==> src/rtl/rzn_pkg.sv <==
// package for the relay autotuner: phase codes, controller states,
// command and status structs, register indexes and fixed-point constants
// no dependencies
`default_nettype none

package rzn_pkg;

    typedef enum logic [1:0] {
        PH_IDLE = 2'd0,
        PH_OSC  = 2'd1,
        PH_DONE = 2'd2,
        PH_ERR  = 2'd3
    } phase_t;

    typedef enum logic [2:0] {
        S_IDLE,
        S_PROC,
        S_MUL,
        S_LOAD,
        S_DIV,
        S_EMIT
    } state_t;

    typedef struct packed {
        logic take;
        logic process;
        logic mul;
        logic div_start;
        logic kp_write;
        logic emit;
    } ctrl_cmd_t;

    typedef struct packed {
        logic item_valid;
        logic need_div;
        logic div_done;
        logic out_free;
    } ctrl_stat_t;

    localparam logic CMD_START  = 1'b0;
    localparam logic CMD_SAMPLE = 1'b1;

    localparam logic [1:0] CFG_SETPOINT  = 2'd0;
    localparam logic [1:0] CFG_RELAY_AMP = 2'd1;
    localparam logic [1:0] CFG_MIN_HALF  = 2'd2;
    localparam logic [1:0] CFG_CROSSINGS = 2'd3;

    localparam int CFG_DATA_W = 16;
    localparam int AMP_W      = 11;
    localparam int MINH_W     = 15;
    localparam int CNT_W      = 4;
    localparam int DRIVE_W    = 12;
    localparam int GAIN_W     = 32;

    localparam logic [AMP_W-1:0]  DRIVE_MAX      = 11'd1024;
    localparam logic [AMP_W-1:0]  AMP_RESET      = 11'd512;
    localparam logic [MINH_W-1:0] MINH_RESET     = 15'd6;
    localparam logic [CNT_W-1:0]  CROSSING_RESET = 4'd6;

    // round(2.4 * 256 * 65536 / pi)
    localparam int KP_SCALE_W = 24;
    localparam logic [KP_SCALE_W-1:0] KP_SCALE = 24'd12816849;
    localparam int PROD_W = AMP_W + KP_SCALE_W;

endpackage

`default_nettype wire

==> src/rtl/rzn_if.sv <==
// valid/ready channel interfaces for the relay autotuner:
// input items, result items and configuration writes
// no dependencies
`default_nettype none

interface rzn_in_if #(
    parameter int TEMP_WIDTH = 16,
    parameter int TIME_WIDTH = 32
);
    logic                         valid;
    logic                         ready;
    logic                         cmd;
    logic signed [TEMP_WIDTH-1:0] temperature;
    logic [TIME_WIDTH-1:0]        time_ms;

    modport source (output valid, cmd, temperature, time_ms, input ready);
    modport sink   (input valid, cmd, temperature, time_ms, output ready);
endinterface

interface rzn_out_if;
    logic               valid;
    logic               ready;
    logic signed [11:0] heater_drive;
    logic [1:0]         status;
    logic [31:0]        gain_kp;
    logic [31:0]        integral_time_ms;
    logic [31:0]        derivative_time_ms;

    modport source (output valid, heater_drive, status, gain_kp, integral_time_ms,
                    derivative_time_ms, input ready);
    modport sink   (input valid, heater_drive, status, gain_kp, integral_time_ms,
                    derivative_time_ms, output ready);
endinterface

interface rzn_cfg_if;
    logic        valid;
    logic        ready;
    logic [1:0]  index;
    logic [15:0] data;

    modport source (output valid, index, data, input ready);
    modport sink   (input valid, index, data, output ready);
endinterface

`default_nettype wire

==> src/rtl/relay_autotuner_ziegler_nichols_core.sv <==
// top level of the relay-feedback autotuner with Ziegler-Nichols gains
// depends on rzn_pkg, rzn_if, rzn_ctrl, rzn_datapath
//
// channel  dir  handshake     payload
// item     in   valid/ready   cmd, temperature, time_ms
// result   out  valid/ready   heater_drive, status, gain_kp, integral/derivative time
// cfg      in   valid/ready   index, data (always ready)
//
// a word passes capture, update and the result register
// the word that ends a good run also passes the kp product, the divider load and the
// bit-serial kp divider (one quotient bit per cycle over 36 bits)
// a full result register holds the controller before it returns to idle
// rst_n clears the tuning state at once, no clearing pass
`default_nettype none

module relay_autotuner_ziegler_nichols_core #(
    parameter int TEMP_WIDTH = 16,
    parameter int TIME_WIDTH = 32
) (
    input  wire logic  clk,
    input  wire logic  rst_n,
    rzn_in_if.sink     item,
    rzn_out_if.source  result,
    rzn_cfg_if.sink    cfg
);
    import rzn_pkg::*;

    ctrl_cmd_t  cmd;
    ctrl_stat_t stat;

    rzn_ctrl u_ctrl (
        .clk   (clk),
        .rst_n (rst_n),
        .stat  (stat),
        .cmd   (cmd)
    );

    rzn_datapath #(
        .TEMP_WIDTH (TEMP_WIDTH),
        .TIME_WIDTH (TIME_WIDTH)
    ) u_datapath (
        .clk    (clk),
        .rst_n  (rst_n),
        .item   (item),
        .result (result),
        .cfg    (cfg),
        .cmd    (cmd),
        .stat   (stat)
    );

endmodule

`default_nettype wire

==> src/rtl/rzn_div.sv <==
// restoring unsigned divider, one quotient bit per cycle
// no dependencies
`default_nettype none

module rzn_div #(
    parameter int NUM_W = 36,
    parameter int DEN_W = 16
) (
    input  wire logic             clk,
    input  wire logic             rst_n,
    input  wire logic             start,
    input  wire logic [NUM_W-1:0] numerator,
    input  wire logic [DEN_W-1:0] divisor,
    output logic                  done,
    output logic [NUM_W-1:0]      quotient
);

    localparam int STEP_W = $clog2(NUM_W);

    logic              busy_reg;
    logic              done_reg;
    logic [STEP_W-1:0] step_reg;
    logic [NUM_W-1:0]  quo_reg;
    logic [DEN_W:0]    rem_reg;
    logic [DEN_W-1:0]  den_reg;
    logic [DEN_W:0]    trial;
    logic              fits;

    assign trial = {rem_reg[DEN_W-1:0], quo_reg[NUM_W-1]};
    assign fits  = trial >= {1'b0, den_reg};

    always_ff @(posedge clk or negedge rst_n)
    begin
        if (!rst_n)
        begin
            busy_reg <= 1'b0;
            done_reg <= 1'b0;
            step_reg <= '0;
        end
        else
        begin
            done_reg <= 1'b0;
            if (start)
            begin
                busy_reg <= 1'b1;
                step_reg <= '0;
            end
            else if (busy_reg)
            begin
                step_reg <= step_reg + 1'b1;
                if (step_reg == STEP_W'(NUM_W - 1))
                begin
                    busy_reg <= 1'b0;
                    done_reg <= 1'b1;
                end
            end
        end
    end

    always_ff @(posedge clk)
    begin
        if (start)
        begin
            quo_reg <= numerator;
            rem_reg <= '0;
            den_reg <= divisor;
        end
        else if (busy_reg)
        begin
            quo_reg <= {quo_reg[NUM_W-2:0], fits};
            rem_reg <= fits ? (trial - {1'b0, den_reg}) : trial;
        end
    end

    assign done     = done_reg;
    assign quotient = quo_reg;

endmodule

`default_nettype wire

==> src/rtl/rzn_ctrl.sv <==
// controller state machine for the relay autotuner
// depends on rzn_pkg
`default_nettype none

module rzn_ctrl (
    input  wire logic               clk,
    input  wire logic               rst_n,
    input  wire rzn_pkg::ctrl_stat_t stat,
    output rzn_pkg::ctrl_cmd_t      cmd
);
    import rzn_pkg::*;

    state_t state_reg;
    state_t state_next;

    always_ff @(posedge clk or negedge rst_n)
    begin
        if (!rst_n)
            state_reg <= S_IDLE;
        else
            state_reg <= state_next;
    end

    always_comb
    begin
        state_next = state_reg;
        unique case (state_reg)
            S_IDLE:
                if (stat.item_valid)
                    state_next = S_PROC;
            S_PROC:
                state_next = stat.need_div ? S_MUL : S_EMIT;
            S_MUL:
                state_next = S_LOAD;
            S_LOAD:
                state_next = S_DIV;
            S_DIV:
                if (stat.div_done)
                    state_next = S_EMIT;
            S_EMIT:
                if (stat.out_free)
                    state_next = S_IDLE;
            default:
                state_next = S_IDLE;
        endcase
    end

    always_comb
    begin
        cmd = '0;
        unique case (state_reg)
            S_IDLE: cmd.take      = 1'b1;
            S_PROC: cmd.process   = 1'b1;
            S_MUL:  cmd.mul       = 1'b1;
            S_LOAD: cmd.div_start = 1'b1;
            S_DIV:  cmd.kp_write  = stat.div_done;
            S_EMIT: cmd.emit      = 1'b1;
            default: cmd = '0;
        endcase
    end

endmodule

`default_nettype wire

==> src/rtl/rzn_datapath.sv <==
// datapath for the relay autotuner: config registers, tuning state,
// relay decision, swing and timing, kp product and divider, result word
// depends on rzn_pkg, rzn_if, rzn_div
`default_nettype none

module rzn_datapath #(
    parameter int TEMP_WIDTH = 16,
    parameter int TIME_WIDTH = 32
) (
    input  wire logic                clk,
    input  wire logic                rst_n,
    rzn_in_if.sink                   item,
    rzn_out_if.source                result,
    rzn_cfg_if.sink                  cfg,
    input  wire rzn_pkg::ctrl_cmd_t  cmd,
    output rzn_pkg::ctrl_stat_t      stat
);
    import rzn_pkg::*;

    localparam int NUM_W   = (PROD_W > TEMP_WIDTH ? PROD_W : TEMP_WIDTH) + 1;
    localparam int CMP_W   = (TEMP_WIDTH > MINH_W + 1 ? TEMP_WIDTH : MINH_W + 1) + 1;
    localparam int DELTA_W = (TIME_WIDTH < 34) ? 34 : TIME_WIDTH;

    localparam logic signed [TEMP_WIDTH-1:0] TEMP_MIN = {1'b1, {(TEMP_WIDTH-1){1'b0}}};
    localparam logic signed [TEMP_WIDTH-1:0] TEMP_MAX = {1'b0, {(TEMP_WIDTH-1){1'b1}}};

    // configuration
    logic signed [TEMP_WIDTH-1:0] setpoint_reg;
    logic [AMP_W-1:0]             amp_reg;
    logic [MINH_W-1:0]            minh_reg;
    logic [CNT_W-1:0]             needed_reg;
    logic [TEMP_WIDTH-1:0]        sp_cfg;

    // captured word
    logic                         cmd_reg;
    logic signed [TEMP_WIDTH-1:0] temp_reg;
    logic [TIME_WIDTH-1:0]        time_reg;

    // tuning state
    phase_t                       phase_reg;
    logic                         was_below_reg;
    logic [CNT_W-1:0]             count_reg;
    logic [TIME_WIDTH-1:0]        last_time_reg;
    logic signed [TEMP_WIDTH-1:0] peak_reg;
    logic signed [TEMP_WIDTH-1:0] valley_reg;
    logic [GAIN_W-1:0]            kp_reg;
    logic [GAIN_W-1:0]            ti_reg;
    logic [GAIN_W-1:0]            td_reg;

    // working values
    logic [TEMP_WIDTH-1:0]        diff_reg;
    logic [PROD_W-1:0]            prod_reg;
    logic [DRIVE_W-1:0]           drive_reg;

    // result word
    logic                         out_valid_reg;
    logic [DRIVE_W-1:0]           out_drive_reg;
    logic [1:0]                   out_status_reg;
    logic [GAIN_W-1:0]            out_kp_reg;
    logic [GAIN_W-1:0]            out_ti_reg;
    logic [GAIN_W-1:0]            out_td_reg;

    logic                         is_sample;
    logic                         osc;
    logic                         below;
    logic                         crossing;
    logic                         reach;
    logic                         finish;
    logic                         low_swing;
    logic [AMP_W-1:0]             amp_clamp;
    logic [DRIVE_W-1:0]           drive_pos;
    logic [DRIVE_W-1:0]           drive_next;
    logic signed [TEMP_WIDTH-1:0] peak_next;
    logic signed [TEMP_WIDTH-1:0] valley_next;
    logic [TEMP_WIDTH:0]          diff_wide;
    logic [TEMP_WIDTH-1:0]        diff_next;
    logic [CNT_W-1:0]             count_next;
    logic [TIME_WIDTH-1:0]        delta;
    logic [DELTA_W-1:0]           delta_ext;
    logic [NUM_W-1:0]             numerator;
    logic [NUM_W-1:0]             quotient;
    logic                         div_done;
    logic                         out_free;
    logic                         capture;

    generate
        if (TEMP_WIDTH <= CFG_DATA_W)
        begin : g_sp_narrow
            assign sp_cfg = cfg.data[TEMP_WIDTH-1:0];
        end
        else
        begin : g_sp_wide
            assign sp_cfg = {{(TEMP_WIDTH-CFG_DATA_W){1'b0}}, cfg.data};
        end
    endgenerate

    assign cfg.ready = 1'b1;

    always_ff @(posedge clk or negedge rst_n)
    begin
        if (!rst_n)
        begin
            setpoint_reg <= '0;
            amp_reg      <= AMP_RESET;
            minh_reg     <= MINH_RESET;
            needed_reg   <= CROSSING_RESET;
        end
        else if (cfg.valid)
        begin
            unique case (cfg.index)
                CFG_SETPOINT:  setpoint_reg <= sp_cfg;
                CFG_RELAY_AMP: amp_reg      <= cfg.data[AMP_W-1:0];
                CFG_MIN_HALF:  minh_reg     <= cfg.data[MINH_W-1:0];
                CFG_CROSSINGS: needed_reg   <= cfg.data[CNT_W-1:0];
                default: ;
            endcase
        end
    end

    // input capture
    assign item.ready = cmd.take;
    assign capture    = cmd.take && item.valid;

    always_ff @(posedge clk)
    begin
        if (capture)
        begin
            cmd_reg  <= item.cmd;
            temp_reg <= item.temperature;
            time_reg <= item.time_ms;
        end
    end

    // relay and crossing logic
    assign is_sample  = cmd_reg == CMD_SAMPLE;
    assign osc        = phase_reg == PH_OSC;
    assign below      = temp_reg < setpoint_reg;
    assign amp_clamp  = (amp_reg > DRIVE_MAX) ? DRIVE_MAX : amp_reg;
    assign drive_pos  = {1'b0, amp_clamp};
    assign peak_next  = (temp_reg > peak_reg) ? temp_reg : peak_reg;
    assign valley_next = (temp_reg < valley_reg) ? temp_reg : valley_reg;
    assign diff_wide  = {peak_next[TEMP_WIDTH-1], peak_next}
                      - {valley_next[TEMP_WIDTH-1], valley_next};
    assign diff_next  = diff_wide[TEMP_WIDTH] ? '0 : diff_wide[TEMP_WIDTH-1:0];
    assign low_swing  = CMP_W'(diff_next) < CMP_W'({minh_reg, 1'b0});
    assign crossing   = below != was_below_reg;
    assign count_next = count_reg + 1'b1;
    assign reach      = count_next >= needed_reg;
    assign finish     = is_sample && osc && crossing && reach;
    assign delta      = time_reg - last_time_reg;
    assign delta_ext  = DELTA_W'(delta);

    always_comb
    begin
        if (!is_sample || !osc || finish)
            drive_next = '0;
        else if (below)
            drive_next = drive_pos;
        else
            drive_next = DRIVE_W'(0) - drive_pos;
    end

    always_ff @(posedge clk or negedge rst_n)
    begin
        if (!rst_n)
        begin
            phase_reg     <= PH_IDLE;
            was_below_reg <= 1'b1;
            count_reg     <= '0;
            last_time_reg <= '0;
            peak_reg      <= TEMP_MIN;
            valley_reg    <= TEMP_MAX;
            kp_reg        <= '0;
            ti_reg        <= '0;
            td_reg        <= '0;
        end
        else
        begin
            if (cmd.process)
            begin
                if (!is_sample)
                begin
                    phase_reg     <= PH_OSC;
                    count_reg     <= '0;
                    peak_reg      <= TEMP_MIN;
                    valley_reg    <= TEMP_MAX;
                    last_time_reg <= time_reg;
                end
                else if (osc)
                begin
                    peak_reg   <= peak_next;
                    valley_reg <= valley_next;
                    if (crossing)
                    begin
                        last_time_reg <= time_reg;
                        count_reg     <= count_next;
                        was_below_reg <= below;
                    end
                    if (finish)
                    begin
                        if (low_swing)
                            phase_reg <= PH_ERR;
                        else
                        begin
                            phase_reg <= PH_DONE;
                            ti_reg    <= delta_ext[31:0];
                            td_reg    <= delta_ext[33:2];
                        end
                    end
                end
            end
            if (cmd.kp_write)
            begin
                // saturate to all ones, covers a zero swing too
                if (|quotient[NUM_W-1:GAIN_W])
                    kp_reg <= '1;
                else
                    kp_reg <= quotient[GAIN_W-1:0];
            end
        end
    end

    // working registers
    always_ff @(posedge clk)
    begin
        if (cmd.process)
        begin
            drive_reg <= drive_next;
            diff_reg  <= diff_next;
        end
        if (cmd.mul)
            prod_reg <= PROD_W'(amp_clamp) * PROD_W'(KP_SCALE);
    end

    // round half up: add half the divisor
    assign numerator = NUM_W'(prod_reg) + NUM_W'(diff_reg >> 1);

    rzn_div #(
        .NUM_W (NUM_W),
        .DEN_W (TEMP_WIDTH)
    ) u_div (
        .clk       (clk),
        .rst_n     (rst_n),
        .start     (cmd.div_start),
        .numerator (numerator),
        .divisor   (diff_reg),
        .done      (div_done),
        .quotient  (quotient)
    );

    // result register
    assign out_free = !out_valid_reg || result.ready;

    always_ff @(posedge clk or negedge rst_n)
    begin
        if (!rst_n)
            out_valid_reg <= 1'b0;
        else if (cmd.emit && out_free)
            out_valid_reg <= 1'b1;
        else if (result.ready)
            out_valid_reg <= 1'b0;
    end

    always_ff @(posedge clk)
    begin
        if (cmd.emit && out_free)
        begin
            out_drive_reg  <= drive_reg;
            out_status_reg <= phase_reg;
            out_kp_reg     <= kp_reg;
            out_ti_reg     <= ti_reg;
            out_td_reg     <= td_reg;
        end
    end

    assign result.valid              = out_valid_reg;
    assign result.heater_drive       = out_drive_reg;
    assign result.status             = out_status_reg;
    assign result.gain_kp            = out_kp_reg;
    assign result.integral_time_ms   = out_ti_reg;
    assign result.derivative_time_ms = out_td_reg;

    assign stat.item_valid = item.valid;
    assign stat.need_div   = finish && !low_swing;
    assign stat.div_done   = div_done;
    assign stat.out_free   = out_free;

endmodule

`default_nettype wire
==> src/flat_wrapper.sv <==
// flat-port wrapper written by rule: the top's interface ports become plain ports
module relay_autotuner_ziegler_nichols_core_flat import rzn_pkg::*;
#(
    parameter int TEMP_WIDTH = 16,
    parameter int TIME_WIDTH = 32
)
  (clk, rst_n, item_valid, item_cmd, item_temperature, item_time_ms, item_ready, result_valid, result_heater_drive, result_status, result_gain_kp, result_integral_time_ms, result_derivative_time_ms, result_ready, cfg_valid, cfg_index, cfg_data, cfg_ready);
  rzn_in_if #(.TEMP_WIDTH(TEMP_WIDTH), .TIME_WIDTH(TIME_WIDTH)) item_i ();
  rzn_out_if result_i ();
  rzn_cfg_if cfg_i ();
  input  wire logic clk;
  input  wire logic rst_n;
  input wire logic [$bits(item_i.valid)-1:0] item_valid;
  input wire logic [$bits(item_i.cmd)-1:0] item_cmd;
  input wire logic [$bits(item_i.temperature)-1:0] item_temperature;
  input wire logic [$bits(item_i.time_ms)-1:0] item_time_ms;
  output wire logic [$bits(item_i.ready)-1:0] item_ready;
  output wire logic [$bits(result_i.valid)-1:0] result_valid;
  output wire logic [$bits(result_i.heater_drive)-1:0] result_heater_drive;
  output wire logic [$bits(result_i.status)-1:0] result_status;
  output wire logic [$bits(result_i.gain_kp)-1:0] result_gain_kp;
  output wire logic [$bits(result_i.integral_time_ms)-1:0] result_integral_time_ms;
  output wire logic [$bits(result_i.derivative_time_ms)-1:0] result_derivative_time_ms;
  input wire logic [$bits(result_i.ready)-1:0] result_ready;
  input wire logic [$bits(cfg_i.valid)-1:0] cfg_valid;
  input wire logic [$bits(cfg_i.index)-1:0] cfg_index;
  input wire logic [$bits(cfg_i.data)-1:0] cfg_data;
  output wire logic [$bits(cfg_i.ready)-1:0] cfg_ready;
  assign item_i.valid = item_valid;
  assign item_i.cmd = item_cmd;
  assign item_i.temperature = item_temperature;
  assign item_i.time_ms = item_time_ms;
  assign item_ready = item_i.ready;
  assign result_valid = result_i.valid;
  assign result_heater_drive = result_i.heater_drive;
  assign result_status = result_i.status;
  assign result_gain_kp = result_i.gain_kp;
  assign result_integral_time_ms = result_i.integral_time_ms;
  assign result_derivative_time_ms = result_i.derivative_time_ms;
  assign result_i.ready = result_ready;
  assign cfg_i.valid = cfg_valid;
  assign cfg_i.index = cfg_index;
  assign cfg_i.data = cfg_data;
  assign cfg_ready = cfg_i.ready;
  relay_autotuner_ziegler_nichols_core #(.TEMP_WIDTH(TEMP_WIDTH), .TIME_WIDTH(TIME_WIDTH)) u_core (.clk(clk), .rst_n(rst_n), .item(item_i), .result(result_i), .cfg(cfg_i));
endmodule
==> config.mk <==
export PLATFORM = sky130hd
export DESIGN_NAME = relay_autotuner_ziegler_nichols_core_flat
export DESIGN_NICKNAME = d
export VERILOG_FILES = /design/src/rtl/rzn_pkg.sv /design/src/rtl/rzn_if.sv /design/src/rtl/relay_autotuner_ziegler_nichols_core.sv /design/src/rtl/rzn_div.sv /design/src/rtl/rzn_ctrl.sv /design/src/rtl/rzn_datapath.sv /design/src/flat_wrapper.sv
export SDC_FILE = /design/constraint.sdc
export NUM_CORES = 1
export LEC_CHECK = 0
export ABC_AREA = 0
export BUFFER_PORTS_ARGS = -buffer_cell sky130_fd_sc_hd__buf_2
export CAP_MARGIN = 30
export CORE_MARGIN = 4
export CORE_UTILIZATION = 55
export CTS_CLUSTER_SIZE = 10
export DETAILED_ROUTE_END_ITERATION = 6
export GPL_ROUTABILITY_DRIVEN = 1
export PLACE_DENSITY = 0.73
export SYNTH_ARGS = -nofsm -noshare
export SYNTH_HDL_FRONTEND = slang
export SYNTH_SLANG_ARGS = --single-unit
==> constraint.sdc <==
create_clock -name clk -period 9.4 [get_ports clk]
set_clock_uncertainty 0.05 [all_clocks]
set_input_delay 1.41 -clock clk [delete_from_list [all_inputs] [get_ports clk]]
set_output_delay 1.41 -clock clk [all_outputs]
set_load 0.01 [all_outputs]
==> metrics.txt, run 1 <==
status finished clean; worst r2r dst u_core.u_datapath.ti_reg[2]$_DFFE_PN0P_; H-Tree Depth 2; share of cells above drive strength 1 13.73%; Commonest cells post-synth ha_1 (257), edfxtp_1 (242), inv_1 (241); CTS resizes 0; final setup fails 0; leakage power figure 13.40 nW; Clock Sinks 451; First DRT Iteration DRCs 1,268; Critical Path End Type flop; CTS tree built; max_cap viols 0; Residual DRC 0; Area Growth Syn to Fin 11.26%; clk_lat worst skew 0.60 ns; CTS Hold Bufs 0; CP delay by family, top compound AO/OA/AOI/OAI gates; most frequent cell after synthesis ha_1; Worst Tran Pin Value 0.9990 ns; setup TNS 0 ns; biggest area consumer among synthesized cells edfxtp_1; Hold Path Class reg -> reg; Most used DFF post-synth edfxtp_1; RSZ-0062 raised after global routing no; Final Total Pwr 0.01070 W; die width 226.8 um; CTS buffer count 52; Slew Viols, Final 0; post-DP HPWL 44.38 mm; routed wire length per instance 18.88 um; Clock Path Buffers 3; worst-path fanout max 33; post-route clock period utilization 81.13%; postcts setup bufs 0; Hold Path Sink u_core.u_datapath.result.heater_drive[1]$_DFFE_PP_; CP arrival 8.05 ns; Synth top area share 27.59%; WP buf/inv 3; WS Path Type reg -> reg; router iterations before antenna repair 5; minimum clock period 7.626 ns; cells after synthesis 2,392; CTS root buf clkbuf_16; Slowest-stage cell, CP dfstp_2; largest net degree at the start of global routing 85; Finished Layout Cells 3,200; Clk pin slew, worst setup/hold paths 0.06 ns; gr usage total 23.41%; vias post-DR 18.21k; EDFF count, synth 242; relative slew slack 33.24%; Post-synth ARST share 42.79%; global-route wire length before repair 96.21 mm; initial antenna violation count 1; Most common cell on crit path a21o_1; Critical Path RT 9.82 ns; Critical R2R Launch u_core.u_datapath.valley_reg[1]$_DFFE_PN1P_; R2R setup slack 1.77 ns; DRT antenna net count 0; Hold Path Depth 0; Layout Nets 2,935; Largest register FFs 36; Synth area leaders edfxtp_1 (28%), dfrtp_1 (16%), ha_1 (12%); Die ar. 0.05145 mm2; Core Area 0.04695 mm2; Hold Vio Cnt, Final 0; reg2reg path depth 30; num rows 79; number of global-route vias before repair 18.08k; peak supply drop 0.1775 mV; vias per inst 5.690; io pins 185; I/O Buffers 181; HP Start u_core.u_datapath.drive_reg[1]$_SDFFCE_PP0P_; Routability Congestion 0.9441; Seq cells post-synth 451; placed cells 3,101; crit path launch type flop; Syn Area/Cell 11.01 um2; Cell variety after synth 75; initial core utilization 56.10%; synth warn 0; aggregate routed wire length 60.41 mm; power per cell area 365.3 mW/mm2; Die Height 226.8 um; critical path's largest stage delay 0.56 ns; Layout Utilization 62.41%; sequential element share of the synthesized area 47.25%; Overflow after GRT 0; Mapped Area 0.02634 mm2; max frequency 131.1 MHz
kinds of logic (layout without fill, tap and decap cells):
logic type,count (synthesis),in the layout,share of synthesized area [%]
compound gates,551,551,13.36
simple gates,515,515,9.420
flops,451,451,47.25
buf+inv,344,543,5.530
fa+ha+maj,313,313,16.47
xor+xnor,122,122,4.057
mux,94,94,3.886
other cells,2,4,0.02851
placed cells by master, fill, tap and decap left out, types with 12 or more instances in the layout:
cell	instances
a211oi_1	30
a21o_1	50
a21oi_1	124
a22o_1	16
and3_1	12
buf_2	180
buf_4	21
clkbuf_1	36
clkbuf_16	52
dfrtp_1	171
dfstp_2	22
dfxtp_1	16
edfxtp_1	242
fa_1	56
ha_1	257
inv_1	241
mux2_1	26
mux2_2	40
mux2i_1	28
nand2_1	162
nand2b_1	35
nand3_1	36
nand4_1	20
nor2_1	123
nor2b_1	25
nor3_1	39
nor4_1	15
o21a_1	24
o21ai_0	174
o22a_1	32
o31ai_1	14
xnor2_1	69
xor2_1	53
metal layers:
metal / track usage, % / up-vias / part of all wire, %
met5: 0 / - / 0
met4: 7.266 / 0 / 3.1
met3: 3.910 / 117 / 5.0
met2: 37.47 / 441 / 46
met1: 33.07 / 8856 / 45
li1: - / 8793 / -
metrics by stage:
stage,hold WS (ns),setup WS [ns],cell area [um2]
floorplan,0.3503,2.513,26340
global placement,0.3519,1.980,27680
detailed placement,0.3545,1.731,27710
finish,0.3686,1.774,29300
global route,0.3780,1.307,29300
CTS,0.3711,1.706,29250
worst max-delay path by stage:
stage	from	endpoint	slack, ns	cells past startpoint
floorplan	u_core.u_datapath.valley_reg[1]$_DFFE_PN1P_	u_core.u_datapath.ti_reg[30]$_DFFE_PN0P_	2.51	31
global placement	u_core.u_datapath.valley_reg[1]$_DFFE_PN1P_	u_core.u_datapath.ti_reg[30]$_DFFE_PN0P_	1.98	30
detailed placement	u_core.u_datapath.valley_reg[1]$_DFFE_PN1P_	u_core.u_datapath.ti_reg[2]$_DFFE_PN0P_	1.73	30
CTS	u_core.u_datapath.valley_reg[1]$_DFFE_PN1P_	u_core.u_datapath.ti_reg[2]$_DFFE_PN0P_	1.71	30
global route	u_core.u_datapath.valley_reg[9]$_DFFE_PN1P_	u_core.u_datapath.ti_reg[2]$_DFFE_PN0P_	1.31	28
finish	u_core.u_datapath.valley_reg[1]$_DFFE_PN1P_	u_core.u_datapath.ti_reg[2]$_DFFE_PN0P_	1.77	30
where the power goes:
group          leakage, nW  switching, W  total (W)  internal, W
clock network        0.734      0.000785    0.00185      0.00106
registers             4.84      0.000305    0.00315      0.00285
logic                 7.82       0.00341    0.00570      0.00229
total                 13.4       0.00450     0.0107      0.00620
cell type report:
cell class,instances,area [um2]
fillers,3716,17650
multi-input cells,1598,12500
flip-flops and latches,451,12440
clock buffers,91,1478
repair buffers,206,1157
inverters,241,904.6
well taps,607,759.5
clock inverters,5,55.05
diodes,1,2.502
Power figures use the tool's default switching activity.
==> inputs of run 2 (changes only) <==
--- a/config.mk
+++ b/config.mk
@@ -13,7 +13,7 @@
 export CTS_CLUSTER_SIZE = 10
 export DETAILED_ROUTE_END_ITERATION = 6
 export GPL_ROUTABILITY_DRIVEN = 1
-export PLACE_DENSITY = 0.73
+export PLACE_DENSITY = 0.76
 export SYNTH_ARGS = -nofsm -noshare
 export SYNTH_HDL_FRONTEND = slang
 export SYNTH_SLANG_ARGS = --single-unit
==> constraint.sdc (replaced) <==
create_clock -name clk -period 6.89 [get_ports clk]
set_clock_uncertainty 0.05 [all_clocks]
set_input_delay 1.0335 -clock clk [delete_from_list [all_inputs] [get_ports clk]]
set_output_delay 1.0335 -clock clk [all_outputs]
set_load 0.01 [all_outputs]
==> metrics.txt, run 2 (same netlist as run 1, synthesis figures left out) <==
FF+latch area 0.01244 mm2 (unchanged); global-route wire length before repair 96.08 mm (-0.14%); Core Area 0.04695 mm2 (unchanged); initial core utilization 56.10% (unchanged); CTS Hold Bufs 0 (unchanged); Die ar. 0.05145 mm2 (unchanged); Routability Congestion 0.9084 (-3.8%); initial antenna violation count 0 (-1); CP delay by family, top compound AO/OA/AOI/OAI gates; Most common cell on crit path a21o_1; clk_lat worst skew 0.62 ns (+0.02 ns); aggregate routed wire length 60.31 mm (-0.17%); Design Area, Final 0.02979 mm2 (+1.7%); CTS root buf clkbuf_16; peak supply drop 0.2792 mV (+57%); die width 226.8 um (unchanged); Clock Path Buffers 3 (unchanged); Largest register FFs 36 (unchanged); num rows 79 (unchanged); CTS tree built; Overflow after GRT 0 (unchanged); power per cell area 504.4 mW/mm2 (+38%); DP Area 0.02799 mm2 (+1.0%); Placement Setup Slack -0.05321 ns (-1.784 ns); H-Tree Depth 2 (unchanged); post-DP HPWL 44.39 mm (about the same); Clock Sinks 451 (unchanged); largest net degree at the start of global routing 108 (+27%); status finished clean; Slew Viols, Final 0 (unchanged); Fillers 3,610 (-2.9%); minimum clock period 6.629 ns (-0.9965 ns); share of cells above drive strength 1 15.79% (+2.1 points); DRT antenna net count 0 (unchanged); WS Path Type reg -> reg; post-route clock period utilization 96.22% (+15 points); Multi-input gate area 0.01260 mm2 (+0.79%); Area Growth Syn to Fin 13.12%; Clk pin slew, worst setup/hold paths 0.06 ns (about the same); max frequency 150.8 MHz (+15%); final setup fails 0 (unchanged); critical path's largest stage delay 0.56 ns (about the same); max_cap viols 0 (unchanged); router iterations before antenna repair 5 (unchanged); vias per inst 5.707 (+0.30%); leakage power figure 13.64 nW (+1.8%); Worst Tran Pin Value 0.9906 ns (-0.008433 ns); WP buf/inv 4 (+1); Slowest-stage cell, CP dfstp_2; Die Height 226.8 um (unchanged); Residual DRC 0 (unchanged); Critical Path End Type flop; gr usage total 23.16% (-0.25 points); io pins 185 (unchanged); leading cell type in the layout, fill and taps excluded ha_1; routed wire length per instance 18.60 um (-1.5%); CTS buffer count 52 (unchanged); CP arrival 7.08 ns (-0.97 ns); Antenna diodes 0 (-1); most frequent cells in the layout ha_1 (256), edfxtp_1 (242), inv_1 (241); worst-path fanout max 13 (-61%); number of global-route vias before repair 18.39k (+1.7%); Final Total Pwr 0.01503 W (+40%); Hold Vio Cnt, Final 0 (unchanged); Critical Path RT 7.34 ns (-2.48 ns); crit path launch type flop; final setup margin 0.2606 ns (-1.514 ns); relative slew slack 33.80% (+0.56 points); vias post-DR 18.50k (+1.6%); First DRT Iteration DRCs 1,382 (+9.0%); Hold Path Class in -> async; WHS 0.2273 ns (-0.1413 ns); I/O Buffers 181 (unchanged); Layout Nets 2,976 (+1.4%)
==> run 2: cell count changes in the layout (fill, tap and decap cells not counted), moves of 3 or more <==
cell / change
buf_4: +37
o21ai_0: -4
a211oi_1: -3
a211oi_2: +3
clkbuf_1: +3
o21ai_1: +3
==> run 2: what timing repair did <==
action / CTS / global route
pin swaps: 0 / 11
gates cloned: 0 / 2
endpoints found under the setup margin: 30 / 36
resized for setup: 3 / 22
setup buffers: 0 / 8
==> run 2: worst register-to-register path, delay by kind of cell, from the launching register on <==
kind,cells,cell delay [ns]
AOI/OAI and AO/OA,17,3.05
adders and majority gates,3,0.81
buffers and inverters,4,0.66
DFF,1,0.56
muxes,3,0.83
and+or+nand+nor,3,0.57
==> run 2: path summary, 6_finish.rpt <==
check / from / end / cells after the start / slack, ns
min: rst_n / u_core.u_datapath.amp_reg[8]$_DFFE_PN0P_ / 1 / 0.23
max: u_core.u_datapath.valley_reg[1]$_DFFE_PN1P_ / u_core.u_datapath.ti_reg[8]$_DFFE_PN0P_ / 30 / 0.26
max reg2reg: u_core.u_datapath.valley_reg[1]$_DFFE_PN1P_ / u_core.u_datapath.ti_reg[8]$_DFFE_PN0P_ / 30 / 0.26
max in group asynchronous: rst_n / u_core.u_datapath.last_time_reg[25]$_DFFE_PN0P_ / 3 / 5.08
min reg2reg: u_core.u_datapath.diff_reg[0]$_SDFFCE_PP0P_ / u_core.u_datapath.u_div.den_reg[0]$_DFFE_PP_ / 0 / 0.34
min in group clk: u_core.u_datapath.diff_reg[0]$_SDFFCE_PP0P_ / u_core.u_datapath.u_div.den_reg[0]$_DFFE_PP_ / 0 / 0.34
==> run 2: per-layer routing <==
metal	global-route usage [%]	part of all wire, %	up-vias
met3	3.897	5.4	134
met5	0	0	-
met2	36.77	46	556
met4	8.209	3.5	0
met1	32.50	45	8923
li1	-	-	8888
==> run 2: layout make-up <==
class | instances | share of cell area (%)
sequential | 451 | 41.77
clock buffer | 93 | 4.951
inverter | 241 | 3.036
clock inverter | 5 | 0.3612
multi-input combinational | 1599 | 42.30
tap | 607 | 2.549
timing repair buffer | 246 | 5.035
==> run 2: through the flow <==
stage | utilization [%] | instances | TNS [ns]
2_1_floorplan | - | 2393 | 0
3_3_place_gp | 59.50 | 3130 | 0
3_5_place_dp | 59.62 | 3133 | -0.7605
4_1_cts | 63.01 | 3231 | 0
5_1_grt | 63.45 | 3242 | -0.8332
6_report | 63.45 | 3242 | 0
==> run 2: report_power, final <==
part           leakage, nW  internal [W]  switching, W  total (W)
logic                 8.05       0.00338       0.00479    0.00817
clock network        0.747       0.00148       0.00108    0.00256
registers             4.84       0.00389      0.000406    0.00429
